===== src/rtl/core/pmux_pkg.sv =====
package pmux_pkg;

    localparam int NUM_SLOTS = 4;
    localparam int NUM_VALS  = 5;
    localparam int DRIVE_W   = 16;
    localparam int DATA_W    = NUM_VALS * DRIVE_W;
    localparam int CFG_W     = 16;
    localparam int CFG_IDX_W = 3;
    localparam int SRC_W     = 2;
    localparam int FUNC_W    = 2;

    typedef enum logic [FUNC_W-1:0] {
        FUNC_STORE   = 2'd0,
        FUNC_TICK    = 2'd1,
        FUNC_PUBLISH = 2'd2
    } t_func;

    localparam int CFG_PRIO_BASE = 0;
    localparam int CFG_TMO_BASE  = 4;

    localparam logic signed [CFG_W-1:0] PRIO_RESET [NUM_SLOTS] = '{
        16'sd100, 16'sd50, 16'sd10, 16'sd0
    };
    localparam logic [CFG_W-1:0] TMO_RESET [NUM_SLOTS] = '{
        16'd250, 16'd500, 16'd500, 16'd500
    };

    typedef struct packed {
        logic                   store;
        logic                   tick;
        logic [SRC_W-1:0]       src;
        logic                   cfg_we;
        logic [CFG_IDX_W-1:0]   cfg_idx;
        logic [CFG_W-1:0]       cfg_data;
    } t_bus;

    typedef struct packed {
        logic                   vld;
        logic signed [CFG_W-1:0] prio;
        logic [SRC_W-1:0]       idx;
        logic [DATA_W-1:0]      data;
    } t_cand;

endpackage


===== src/rtl/core/pmux_cell.sv =====
module pmux_cell
    import pmux_pkg::*;
#(
    parameter int IDX         = 0,
    parameter int VALUE_WIDTH = 16,
    parameter int AGE_WIDTH   = 16
) (
    input  logic              i_clk,
    input  logic              i_rst_n,
    input  t_bus              i_bus,
    input  logic [DATA_W-1:0] i_data,
    input  t_cand             i_cand,
    output t_cand             o_cand
);

    localparam int SW = (VALUE_WIDTH < DRIVE_W) ? VALUE_WIDTH : DRIVE_W;
    localparam int CW = (AGE_WIDTH > CFG_W) ? AGE_WIDTH : CFG_W;

    logic signed [CFG_W-1:0]  r_prio;
    logic [CFG_W-1:0]         r_tmo;
    logic                     r_has;
    logic [AGE_WIDTH-1:0]     r_age;
    logic [NUM_VALS-1:0][SW-1:0] r_val;

    logic                     hit;
    logic                     fresh;
    logic                     take;
    logic [DATA_W-1:0]        own_data;

    assign hit   = i_bus.store && (i_bus.src == SRC_W'(IDX));
    assign fresh = r_has && (CW'(r_age) <= CW'(r_tmo));
    assign take  = fresh && (!i_cand.vld || (r_prio > i_cand.prio));

    always_ff @(posedge i_clk) begin
        if (!i_rst_n) begin
            r_prio <= PRIO_RESET[IDX];
            r_tmo  <= TMO_RESET[IDX];
            r_has  <= 1'b0;
            r_age  <= '0;
        end else begin
            if (i_bus.cfg_we && i_bus.cfg_idx == CFG_IDX_W'(CFG_PRIO_BASE + IDX)) begin
                r_prio <= i_bus.cfg_data;
            end
            if (i_bus.cfg_we && i_bus.cfg_idx == CFG_IDX_W'(CFG_TMO_BASE + IDX)) begin
                r_tmo <= i_bus.cfg_data;
            end
            if (hit) begin
                r_has <= 1'b1;
                r_age <= '0;
            end else if (i_bus.tick && r_age != '1) begin
                r_age <= r_age + 1'b1;
            end
        end
    end

    always_ff @(posedge i_clk) begin
        if (hit) begin
            for (int k = 0; k < NUM_VALS; k++) begin
                r_val[k] <= i_data[k*DRIVE_W +: SW];
            end
        end
    end

    always_comb begin
        for (int k = 0; k < NUM_VALS; k++) begin
            own_data[k*DRIVE_W +: DRIVE_W] = DRIVE_W'(signed'(r_val[k]));
        end
    end

    always_comb begin
        o_cand = i_cand;
        if (take) begin
            o_cand.vld  = 1'b1;
            o_cand.prio = r_prio;
            o_cand.idx  = SRC_W'(IDX);
            o_cand.data = own_data;
        end
    end

endmodule


===== src/rtl/core/priority_command_mux_with_timeout.sv =====
// Priority command multiplexer with per-source timeout.
// Input stream (s side): tuser selects the operation and source, tdata
// carries five signed 16-bit drive values. A store item saves one source's
// values and restarts its age, a tick item ages every source (saturating),
// a publish item yields exactly one result item on the m side.
// Result: highest-priority source that holds a command and whose age is
// within its timeout; ties go to the lower index; all zero if none is fresh.
// Configuration: write port, index 0..3 priorities, 4..7 timeouts, taken
// at any edge with i_cfg_we high.
// Throughput: one item per cycle while o_s_tready is high. Each result is
// set by the compare chain through the source cells and is registered in
// the output register, or in the skid stage while the receiver stalls.
// Receiver stall: the output register holds its item and a one-entry skid
// stage takes the next result; o_s_tready falls only while the skid is full.
// Reset (synchronous, i_rst_n low): ages and command flags clear, the
// registers return to their defaults, the output side empties. No clearing
// pass is needed; the block accepts items the cycle after reset is released.
module priority_command_mux_with_timeout
    import pmux_pkg::*;
#(
    parameter int NUM_SOURCES = 3,
    parameter int VALUE_WIDTH = 16,
    parameter int AGE_WIDTH   = 16
) (
    input  logic                 i_clk,
    input  logic                 i_rst_n,
    input  logic                 i_s_tvalid,
    output logic                 o_s_tready,
    // in_speed, in_steer_angle, in_steer_rate, in_accel, in_jerk
    input  logic [DATA_W-1:0]    i_s_tdata,
    // func [1:0], source [3:2]
    input  logic [3:0]           i_s_tuser,
    output logic                 o_m_tvalid,
    input  logic                 i_m_tready,
    // out_speed, out_steer_angle, out_steer_rate, out_accel, out_jerk
    output logic [DATA_W-1:0]    o_m_tdata,
    // chosen_source [1:0], chosen_valid [2]
    output logic [2:0]           o_m_tuser,
    input  logic                 i_cfg_we,
    input  logic [CFG_IDX_W-1:0] i_cfg_idx,
    input  logic [CFG_W-1:0]     i_cfg_data
);

    t_bus             bus;
    t_cand            cand [NUM_SOURCES+1];
    logic             acc;
    logic             pub;
    logic [FUNC_W-1:0] func;

    logic             r_out_vld;
    logic [DATA_W-1:0] r_out_data;
    logic [2:0]       r_out_user;
    logic             r_skid_vld;
    logic [DATA_W-1:0] r_skid_data;
    logic [2:0]       r_skid_user;
    logic [2:0]       res_user;

    assign o_s_tready = !r_skid_vld;
    assign acc  = i_s_tvalid && o_s_tready;
    assign func = i_s_tuser[FUNC_W-1:0];
    assign pub  = acc && (func == FUNC_PUBLISH);

    always_comb begin
        bus.store    = acc && (func == FUNC_STORE);
        bus.tick     = acc && (func == FUNC_TICK);
        bus.src      = i_s_tuser[FUNC_W +: SRC_W];
        bus.cfg_we   = i_cfg_we;
        bus.cfg_idx  = i_cfg_idx;
        bus.cfg_data = i_cfg_data;
    end

    assign cand[0] = '0;

    for (genvar g = 0; g < NUM_SOURCES; g++) begin : g_cell
        pmux_cell #(
            .IDX         (g),
            .VALUE_WIDTH (VALUE_WIDTH),
            .AGE_WIDTH   (AGE_WIDTH)
        ) u_cell (
            .i_clk   (i_clk),
            .i_rst_n (i_rst_n),
            .i_bus   (bus),
            .i_data  (i_s_tdata),
            .i_cand  (cand[g]),
            .o_cand  (cand[g+1])
        );
    end

    assign res_user = {cand[NUM_SOURCES].vld, cand[NUM_SOURCES].idx};

    always_ff @(posedge i_clk) begin
        if (!i_rst_n) begin
            r_out_vld  <= 1'b0;
            r_skid_vld <= 1'b0;
        end else begin
            if (!r_out_vld || i_m_tready) begin
                r_out_vld <= r_skid_vld || pub;
            end
            if (r_skid_vld) begin
                if (i_m_tready) begin
                    r_skid_vld <= 1'b0;
                end
            end else if (pub && r_out_vld && !i_m_tready) begin
                r_skid_vld <= 1'b1;
            end
        end
    end

    always_ff @(posedge i_clk) begin
        if (!r_out_vld || i_m_tready) begin
            if (r_skid_vld) begin
                r_out_data <= r_skid_data;
                r_out_user <= r_skid_user;
            end else begin
                r_out_data <= cand[NUM_SOURCES].data;
                r_out_user <= res_user;
            end
        end
        if (pub && r_out_vld && !i_m_tready) begin
            r_skid_data <= cand[NUM_SOURCES].data;
            r_skid_user <= res_user;
        end
    end

    assign o_m_tvalid = r_out_vld;
    assign o_m_tdata  = r_out_data;
    assign o_m_tuser  = r_out_user;

endmodule


===== config.mk =====
export PLATFORM = sky130hd
export DESIGN_NAME = priority_command_mux_with_timeout
export DESIGN_NICKNAME = d
export VERILOG_FILES = /design/src/rtl/core/pmux_pkg.sv /design/src/rtl/core/pmux_cell.sv /design/src/rtl/core/priority_command_mux_with_timeout.sv
export SDC_FILE = /design/constraint.sdc
export NUM_CORES = 1
export LEC_CHECK = 0
export BUFFER_PORTS_ARGS = -buffer_cell sky130_fd_sc_hd__buf_4
export CAP_MARGIN = 10
export CORE_MARGIN = 1.5
export CORE_UTILIZATION = 62
export CTS_BUF_LIST = sky130_fd_sc_hd__clkbuf_8
export CTS_CLUSTER_DIAMETER = 40
export CTS_CLUSTER_SIZE = 28
export DETAILED_ROUTE_END_ITERATION = 16
export PLACE_DENSITY = 0.85
export SYNTH_ARGS = -nofsm -noshare
export SYNTH_HDL_FRONTEND = slang
export SYNTH_HIERARCHICAL = 1
export SYNTH_SLANG_ARGS = --single-unit

===== constraint.sdc =====
create_clock -name i_clk -period 12.68 [get_ports i_clk]
set_input_delay 1.902 -clock i_clk [delete_from_list [all_inputs] [get_ports i_clk]]
set_output_delay 1.902 -clock i_clk [all_outputs]
set_load 0.005 [all_outputs]

-- Word level (Yosys, flattened, before mapping)
Index checks and enable logic that the tools add are counted.
- register bits: 555
- input port bits: 108
- add/subtract/negate cells: 3
- magnitude comparators: 5
- equal/unequal tests: 12
- mux-type cells: 8
- bitwise operators: 1
- reduce and logical (&&, ||, !) cells: 38
- operator list (cell ; number):
    $mux 99 ; 3
    $mux 80 ; 1
    $add 16x1->16 const B ; 3
    $le 16x16->1 ; 3
    $ne 16x16->1 const B ; 3
    $gt 16x16->1 ; 2
    $logic_and 1x1->1 ; 23
    $eq 3x3->1 const B ; 3
    $reduce_or 2->1 ; 3
    $logic_not 1->1 ; 5
    $eq 2x1->1 const B ; 2
    $eq 2x2->1 const B ; 2
    $logic_not 2->1 ; 2
    $logic_or 1x1->1 ; 4
    $eq 3x1->1 const B ; 1
    $eq 3x2->1 const B ; 1
    $logic_not 3->1 ; 1
    $mux 1 ; 3
    $mux 3 ; 1
    $not 1->1 ; 1

-- Depth between registers and ports, before layout
Gate-level depths: netlist of the first run.
- word-level depth: 12
- gate-level depth with buffers: 31
- gate-level depth less buffers: 25

-- By module
The synthesis of the first run kept the hierarchy.
- modules (own cells, without submodules) (module ; instances ; cells each ; area an instance (µm²)):
    pmux_cell (g_cell[2].u_cell) ; 1 ; 532 ; 6480.0
    pmux_cell (g_cell[0].u_cell) ; 1 ; 528 ; 6298.5
    pmux_cell (g_cell[1].u_cell) ; 1 ; 528 ; 6293.5
    priority_command_mux_with_timeout ; 1 ; 272 ; 6223.5

-- Worst setup path before layout of the first run
OpenSTA, ideal clock, no wires.
- path type: input to register
- start point: in i_m_tready
- end point: reg r_skid_data[0], enable pin
- setup time: 0.626 ns
- data arrival time: 9.888 ns
- required time: 12.054 ns
- setup slack: 2.166 ns
- stages: 2
- cell sequence: nand2b_1 > nor3_1
- cells in the longest elaborated chain, start to end: 2
- ends and longest elaborated chain (item ; line ; RTL):
    start: declaration ; priority_command_mux_with_timeout.sv:34 ; input logic i_m_tready,
    $logic_not 1->1 ; priority_command_mux_with_timeout.sv:119 ; if (pub && r_out_vld && !i_m_tready) begin
    $logic_and 1x1->1 ; priority_command_mux_with_timeout.sv:119 ;
    end signal: assignment ; priority_command_mux_with_timeout.sv:120 ; r_skid_data <= cand[NUM_SOURCES].data;
    end: declaration ; priority_command_mux_with_timeout.sv:54 ; logic [DATA_W-1:0] r_skid_data;
No other way between the ends.
A chain may end at the register's enable or synchronous reset.

==> results of run 1 <==
[routing by layer]
layer  track usage, %  wire length [microns]  vias to the layer above
li1                 -                      -                     7291
met1             34.8                  22300                     7674
met2             45.4                  27500                      576
met3             4.96                   4050                      123
met4             11.0                   2030                        6
met5                0                     36                        -
[stage by stage]
stage	setup slack (ps)	hold WS, ps
finish	3410	467
global route	2860	485
CTS	3440	468
floorplan	2170	443
global placement	3600	451
detailed placement	3490	458
[placed cells by master (no fill, tap or decap), drive strengths merged, types with 4 or more instances in the layout]
cell type,count
clkinv,14
dfxtp,149
nand3,29
or3,7
xor2,20
mux2,355
nand2,212
a21boi,72
and2,5
ha,99
inv,122
nor2,64
conb,117
a21o,7
nand2b,10
clkinvlp,6
nor2b,10
xnor2,17
and4,7
o31a,7
o21ai,19
edfxtp,406
and3,10
nor4,7
buf,212
nand4,39
clkbuf,62
nor4b,4
o211ai,24
nor3,17
bufinv,15
a21oi,38
[power by group through the flow]
stage | clock (uW) | sequential, uW | combinational, uW
final | 1510 | 2010 | 269
after global routing | 1610 | 2010 | 293
after CTS | 1540 | 2010 | 266
after detailed placement | 0 | 2050 | 262
after global placement | 0 | 2050 | 249
after floorplan | 0 | 2050 | 143
[state kept, by name, indices dropped and copies added, names as in the netlist]
name and cells:
g_cell.u_cell/r_age 48, o_m_tuser 3, r_skid_vld 1, r_skid_user 3, g_cell.u_cell/r_tmo 48, o_m_tdata 80, g_cell.u_cell/own_data 240, o_m_tvalid 1
r_skid_data 80, g_cell.u_cell/r_prio 48, g_cell.u_cell/r_has 3
[worst max-delay path by stage]
stage / from / endpoint / slack (ps)
final: g_cell[0].u_cell/r_tmo[15] / o_m_tdata[24] / 3410
after global routing: g_cell[0].u_cell/r_tmo[15] / o_m_tdata[34] / 2860
after CTS: g_cell[0].u_cell/r_tmo[15] / o_m_tdata[24] / 3440
after detailed placement: g_cell[0].u_cell/r_age[7] / o_m_tdata[9] / 3490
after global placement: g_cell[0].u_cell/r_tmo[5] / o_m_tdata[41] / 3600
after floorplan: i_m_tready / r_skid_data[0] / 2170
[worst min-delay path, stage by stage, from the launching register on]
cell and delay, ps:
dfxtp_1 310, nand2_1 50, a21boi_0 60
[layout make-up]
| class | instances | area [sq um] |
|---|---|---|
| timing repair buffer | 212 | 1600 |
| tap | 525 | 657 |
| clock buffer | 62 | 853 |
| sequential | 555 | 15200 |
| fill | 2546 | 10800 |
| inverter | 105 | 394 |
| antenna | 1 | 2.50 |
| multi-input combinational | 1229 | 9560 |
| clock inverter | 52 | 767 |
==> flow_summary.ini, run 1 <==
[min_path]
min_path_type = flop to flop
min_from = g_cell[1].u_cell/r_tmo[14]
min_path_cells = 2
hold_end = g_cell[1].u_cell/r_tmo[14]

[route]
ant_nets = 0
num_vias = 15700
drtIter0Drc = 1072
wire_per_inst_microns = 20.4
drt_wl_total_mm = 55.8
vias_per_cell = 5.72
dr.pass1.iters = 5
post-route-drc-count = 0

[timing]
skew_ps = 71.4
finalSetupViolCount = 0
fin_crit_ps = 9270
relSlewSlack_pct = 18.6
fmax_mhz = 108
fin_crit_sh_pct = 73.1
tightest_slew_ps = 1220
drv_slew = 0
hold_viol = 0
tns_ps = 0
grt_setup_unrepaired = no

[placement]
routabilityCongestion = 0.849
place_hpwl_mm = 35.2
place_area_sq_um = 27400
dp.cells = 2624
port_buffers = 192

[critical_path]
ff2ff_path_depth = 30
r2r-end = o_m_tdata[24]
path_depth = 30
r2r_start = g_cell[0].u_cell/r_tmo[15]
cp-start-kind = flop
worstPathMaxFanout = 71
r2r_setup_slack_ps = 3410
crit_path_max_incr_delay_ps = 890
critical_path_arrival_ps = 9710
slowest_stage = buf_4
critPathKind = flop to flop
path_delay_family = buffers and inverters
crit_buf_inv = 8
required_ps = 13130
cp_common_cell = buf_4
critPathCaptureType = flop

[layout]
fin_util_pct = 72.8
drive_gt1_share_pct = 29.8
nNetsFinal = 2370
stdcell_area_sq_um = 29000
synthToLayoutAreaGrowth_pct = 15.8
instances_no_fill = 2741

[grt]
grt_max_degree = 80
grt_pass1_vias = 15900
grt_overflow = 0
grtUsageTotal_pct = 27.0
grt_pass1_wl_mm = 86.4
antenna_found_initial = 4

[clocking]
post_cts_buffers = 0
h-tree-depth = 2
cts_tree = yes
cts_root_buffer = clkbuf_8
clock-sinks = 555
clk-insertion-delay-late_ps = 720
clk_pin_slew_ps = 80
numCtsBuffers = 60
post_cts_resized = 0
clock_path_buffers = 3
ctsHoldBuffers = 0

[pwr]
clkPwrFrac_pct = 39.9
p_switching_uw = 862
p_comb_share_pct = 7.1
seq_power_share_pct = 53.0
internal_power_uw = 2930
ir_drop_v = 0.0000945
power.density_nw_per_um2 = 131
leakagePower_uw = 0.0108
switching_share_pct = 22.7
total_power_uw = 3790

[synth]
netlist_area_sq_um = 25100
syn_inst = 1844
syn_area_per_cell_sq_um = 13.6
ys_warn_count = 6

[status]
status = finished, final reports clean

[die]
io_pins = 193
core_area_sq_um = 39800
die_h_microns = 204
die-area_sq_um = 41600
start_util_pct = 62.9
std_cell_rows = 73
die_x_microns = 204

[run]
drv_cap = 0
Power figures use the tool's default switching activity.
==> inputs of run 2 (changes only) <==
- ABC_AREA: unset -> 1
- CORE_UTILIZATION: 62 -> 63
- PLACE_DENSITY: 0.85 -> 0.86
- clock period: 12.68 -> 9.1 ns (I/O delays scaled with it)
==> flow_summary.ini, run 2 <==
[status]
status = finished, final reports clean

[clocking]
clk_pin_slew_ps = 80
cts_tree = yes
numCtsBuffers = 67
h-tree-depth = 3
ctsHoldBuffers = 0
clk-insertion-delay-late_ps = 680
clock-sinks = 555
post_cts_buffers = 0
cts_root_buffer = clkbuf_8
post_cts_resized = 0
clock_path_buffers = 3

[synth]
netlist_area_sq_um = 25800
syn_inst = 2826
syn_area_per_cell_sq_um = 9.14
ys_warn_count = 6

[grt]
grt_overflow = 0
grtUsageTotal_pct = 31.8
grt_pass1_wl_mm = 105
grt_max_degree = 100
grt_pass1_vias = 20600
antenna_found_initial = 3

[layout]
synthToLayoutAreaGrowth_pct = 13.6
largest_reg_flops = 240
final_cell_mix = nand2_1, edfxtp_1, nand3_1, buf_4, inv_1
layout_commonest_cell = nand2_1
fill_cells = 2806
drive_gt1_share_pct = 11.4
nNetsFinal = 3285
stdcell_area_sq_um = 29300

[route]
vias_per_cell = 5.71
wire_per_inst_microns = 18.1
num_vias = 20900
drtIter0Drc = 2003
drt_wl_total_mm = 66.5
ant_nets = 0
post-route-drc-count = 0
dr.pass1.iters = 6

[timing]
fin_crit_ps = 7650
tns_ps = 0
fmax_mhz = 131
fin_crit_sh_pct = 84.1
drv_slew = 0
hold_viol = 0
finalSetupViolCount = 0
tightest_slew_ps = 1280
relSlewSlack_pct = 14.7
skew_ps = 51.3
grt_setup_unrepaired = no

[min_path]
min_from = g_cell[1].u_cell/r_tmo[9]
hold_end = g_cell[1].u_cell/r_tmo[9]
min_path_cells = 2
min_path_type = flop to flop

[critical_path]
slowest_stage = a21oi_4
critPathCaptureType = flop
cp-start-kind = flop
critical_path_arrival_ps = 8170
path_delay_family = simple AND/OR/NAND/NOR gates
required_ps = 9620
crit_buf_inv = 6
r2r_setup_slack_ps = 1450
cp_common_cell = nand2_1
ff2ff_path_depth = 42
worstPathMaxFanout = 81
r2r_start = g_cell[0].u_cell/r_tmo[5]
crit_path_max_incr_delay_ps = 920
r2r-end = o_m_tdata[27]
critPathKind = flop to flop

[placement]
routabilityCongestion = 0.909
place_area_sq_um = 27800
port_buffers = 192
place_hpwl_mm = 41.0

[die]
die-area_sq_um = 42200
std_cell_rows = 73
die_h_microns = 205
core_area_sq_um = 40100
die_x_microns = 205
io_pins = 193
start_util_pct = 64.4

[pwr]
power.density_nw_per_um2 = 180
ir_drop_v = 0.000161
total_power_uw = 5270
leakagePower_uw = 0.0129

[run]
drv_cap = 0
## run 2: changes by cell type in the layout (fill, tap and decap cells not counted), moves of 19 or more
cell,change
mux2_2,-291
inv_1,+84
mux2_1,-36
nor2_1,+90
nand4_1,-19
a21oi_1,+76
nand2_1,+803
o21ai_0,+88
nand3_1,+299
a21boi_0,-70
mux2_4,-28
## run 2: area by class of cell
class / count / area (sq um) / area share [%]
Sequential cell: 555 / 15200 / 51.7
Timing Repair Buffer: 209 / 1590 / 5.43
Clock inverter: 51 / 514 / 1.75
Inverter: 199 / 751 / 2.56
Multi-Input combinational cell: 2046 / 9630 / 32.8
Antenna cell: 4 / 10.0 / 0.0341
Tap cell: 525 / 657 / 2.24
Clock buffer: 73 / 1000 / 3.42
## run 2: worst reg2reg max path: cells and delay by family, from the launching register on
family / cells / cell delay, ps
buf+inv: 6 / 1760
flops: 1 / 320
compound gates: 4 / 1260
fa+ha+maj: 3 / 910
simple gates: 29 / 3290
## run 2: routing by layer
metal	wire length [microns]	track usage, %	vias up
met5	0	0	-
met4	2540	16.0	0
met3	6880	6.02	166
met2	31400	51.7	1148
met1	25600	41.0	9783
li1	-	-	9813
## run 2: worst max path at each step
stage | from | to | slack [ps] | cells past startpoint
3_3_place_gp | g_cell[0].u_cell/r_age[5] | o_m_tuser[0] | 1890 | 37
3_5_place_dp | g_cell[0].u_cell/r_age[3] | o_m_tuser[0] | 1680 | 40
5_1_grt | g_cell[0].u_cell/r_tmo[1] | o_m_tdata[27] | 830 | 42
6_report | g_cell[0].u_cell/r_tmo[5] | o_m_tdata[27] | 1450 | 42
2_1_floorplan | i_s_tvalid | g_cell[2].u_cell/r_age[10] | 2710 | 9
4_1_cts | g_cell[0].u_cell/r_tmo[5] | o_m_tdata[27] | 1670 | 42
## run 2: stage by stage
step	hold WS [ps]	setup WS (ps)	utilization (%)	instances
2_1_floorplan	433	2710	-	2941
3_3_place_gp	447	1890	69.4	3534
3_5_place_dp	454	1680	69.4	3534
4_1_cts	465	1670	73.1	3658
5_1_grt	480	834	73.2	3660
6_report	461	1450	73.2	3662
## run 2: power breakdown
group          internal (uW)  switching, uW  total [uW]
clock                    962           1020        1980
sequential              2790           30.3        2820
combinational            169            304         474
total                   3920           1360        5270
==> inputs of run 3 (changes only) <==
- ABC_AREA: 1 -> 0
- CORE_UTILIZATION: 63 -> 56
- PLACE_DENSITY: 0.86 -> 0.81
- clock period: 9.1 -> 6.5 ns (I/O delays scaled with it)
==> flow_summary.ini, run 3 (same netlist as run 1, synthesis figures left out) <==
[die]
std_cell_rows = 77
io_pins = 193
core_area_sq_um = 44200
start_util_pct = 56.7
die_x_microns = 215
die-area_sq_um = 46000
die_h_microns = 215

[layout]
layout_commonest_cell = edfxtp_1
drive_gt1_share_pct = 33.4
fin_util_pct = 67.6
synthToLayoutAreaGrowth_pct = 19.3
largest_reg_flops = 240
instances_no_fill = 2856
fill_cells = 3055
final_cell_mix = edfxtp_1, mux2_2, buf_4, nand2_1, dfxtp_1
nNetsFinal = 2411

[critical_path]
r2r_start = g_cell[0].u_cell/r_tmo[14]
cp-start-kind = flop
crit_path_max_incr_delay_ps = 390
crit_buf_inv = 9
worstPathMaxFanout = 8
critical_path_arrival_ps = 6750
crit_start = g_cell[0].u_cell/r_tmo[14]
required_ps = 6900
path_delay_family = compound AO/OA/AOI/OAI gates
critPathCaptureType = flop
slowest_stage = a2111o_1
critPathKind = flop to flop

[placement]
place_hpwl_mm = 35.5
routabilityCongestion = 0.864
port_buffers = 192
dp.cells = 2705

[clocking]
cts_tree = yes
clock-sinks = 555
clk_pin_slew_ps = 80
clock_path_buffers = 3
numCtsBuffers = 72
cts_root_buffer = clkbuf_8
h-tree-depth = 3
clk-insertion-delay-late_ps = 690
ctsHoldBuffers = 0

[grt]
grt_overflow = 0
grt_pass1_vias = 16100
grtUsageTotal_pct = 24.1
grt_pass1_wl_mm = 86.6
grt_max_degree = 104
antenna_found_initial = 7

[route]
post-route-drc-count = 0
wire_per_inst_microns = 19.9
dr.pass1.iters = 5
vias_per_cell = 5.55
num_vias = 15800
drt_wl_total_mm = 56.9
drtIter0Drc = 1068
ant_nets = 0

[status]
status = finished, final reports clean

[pwr]
ir_drop_v = 0.000191
power.density_nw_per_um2 = 249
leakagePower_uw = 0.0112

[timing]
fin_crit_sh_pct = 97.7
tightest_slew_ps = 1160
finalSetupViolCount = 0
skew_ps = 57.5
fmax_mhz = 157
hold_viol = 0
relSlewSlack_pct = 22.1
drv_slew = 0
fin_crit_ps = 6350

[run]
drv_cap = 0

[min_path]
min_path_type = flop to flop
min_from = g_cell[2].u_cell/r_tmo[9]
## run 3: where the power goes
| group | internal [uW] | switching, uW |
|---|---|---|
| Combinational | 284 | 262 |
| Sequential | 3880 | 35.3 |
| Clock | 1530 | 1440 |
| Total | 5700 | 1740 |
## run 3: cell type report
class,instances,area [sq um],share of cell area [%]
antenna,2,5.00,0.0167
clock buffer,79,1090,3.64
clock inverter,53,613,2.05
inverter,105,394,1.32
multi-input combinational,1229,9840,32.9
sequential,555,15200,50.8
tap,592,741,2.48
timing repair buffer,241,2010,6.71
## run 3: per-stage QoR
| step | hold WS, ps | total power [uW] | worst slack [ps] | area (sq um) | setup TNS, ps |
|---|---|---|---|---|---|
| 4_1_cts | 416 | 7490 | 6.47 | 29300 | 0 |
| 3_3_place_gp | 453 | 4490 | 129 | 27600 | 0 |
| 6_report | 468 | 7440 | 146 | 29900 | 0 |
| 2_1_floorplan | 443 | 4270 | 195 | 25500 | 0 |
| 3_5_place_dp | 461 | 4510 | -47.3 | 27600 | -1480 |
| 5_1_grt | 443 | 7690 | -83.2 | 29900 | -3810 |
## run 3: worst paths after layout
| path | to | slack [ps] | depth (start not counted) |
|---|---|---|---|
| hold reg to reg | g_cell[2].u_cell/r_tmo[9] | 470 | 2 |
| hold / removal | g_cell[2].u_cell/r_tmo[9] | 470 | 2 |
| setup / recovery | o_m_tdata[79] | 150 | 30 |
| setup reg to reg | o_m_tdata[79] | 150 | 30 |
## run 3: routing by layer
metal | vias to the layer above | GRT usage (%) | share of wire [%]
met5 | - | 0 | 0.12
met4 | 10 | 10.0 | 2.9
met3 | 109 | 4.28 | 5.3
met2 | 457 | 41.6 | 50
met1 | 7884 | 30.0 | 42
li1 | 7385 | - | -
## run 3: tightest hold or removal path: cells and delay by family, from the launching register on
family | cells | cell delay, ps
DFF | 1 | 310
and+or+nand+nor | 1 | 40
AOI/OAI and AO/OA | 1 | 70
## run 3: repair_timing
action                                  in CTS  in global routing
resized for setup                            1                 76
endpoints found under the setup margin      56                163
setup buffers                                2                  9
gates cloned                                 0                  6
pin swaps                                    0                 17
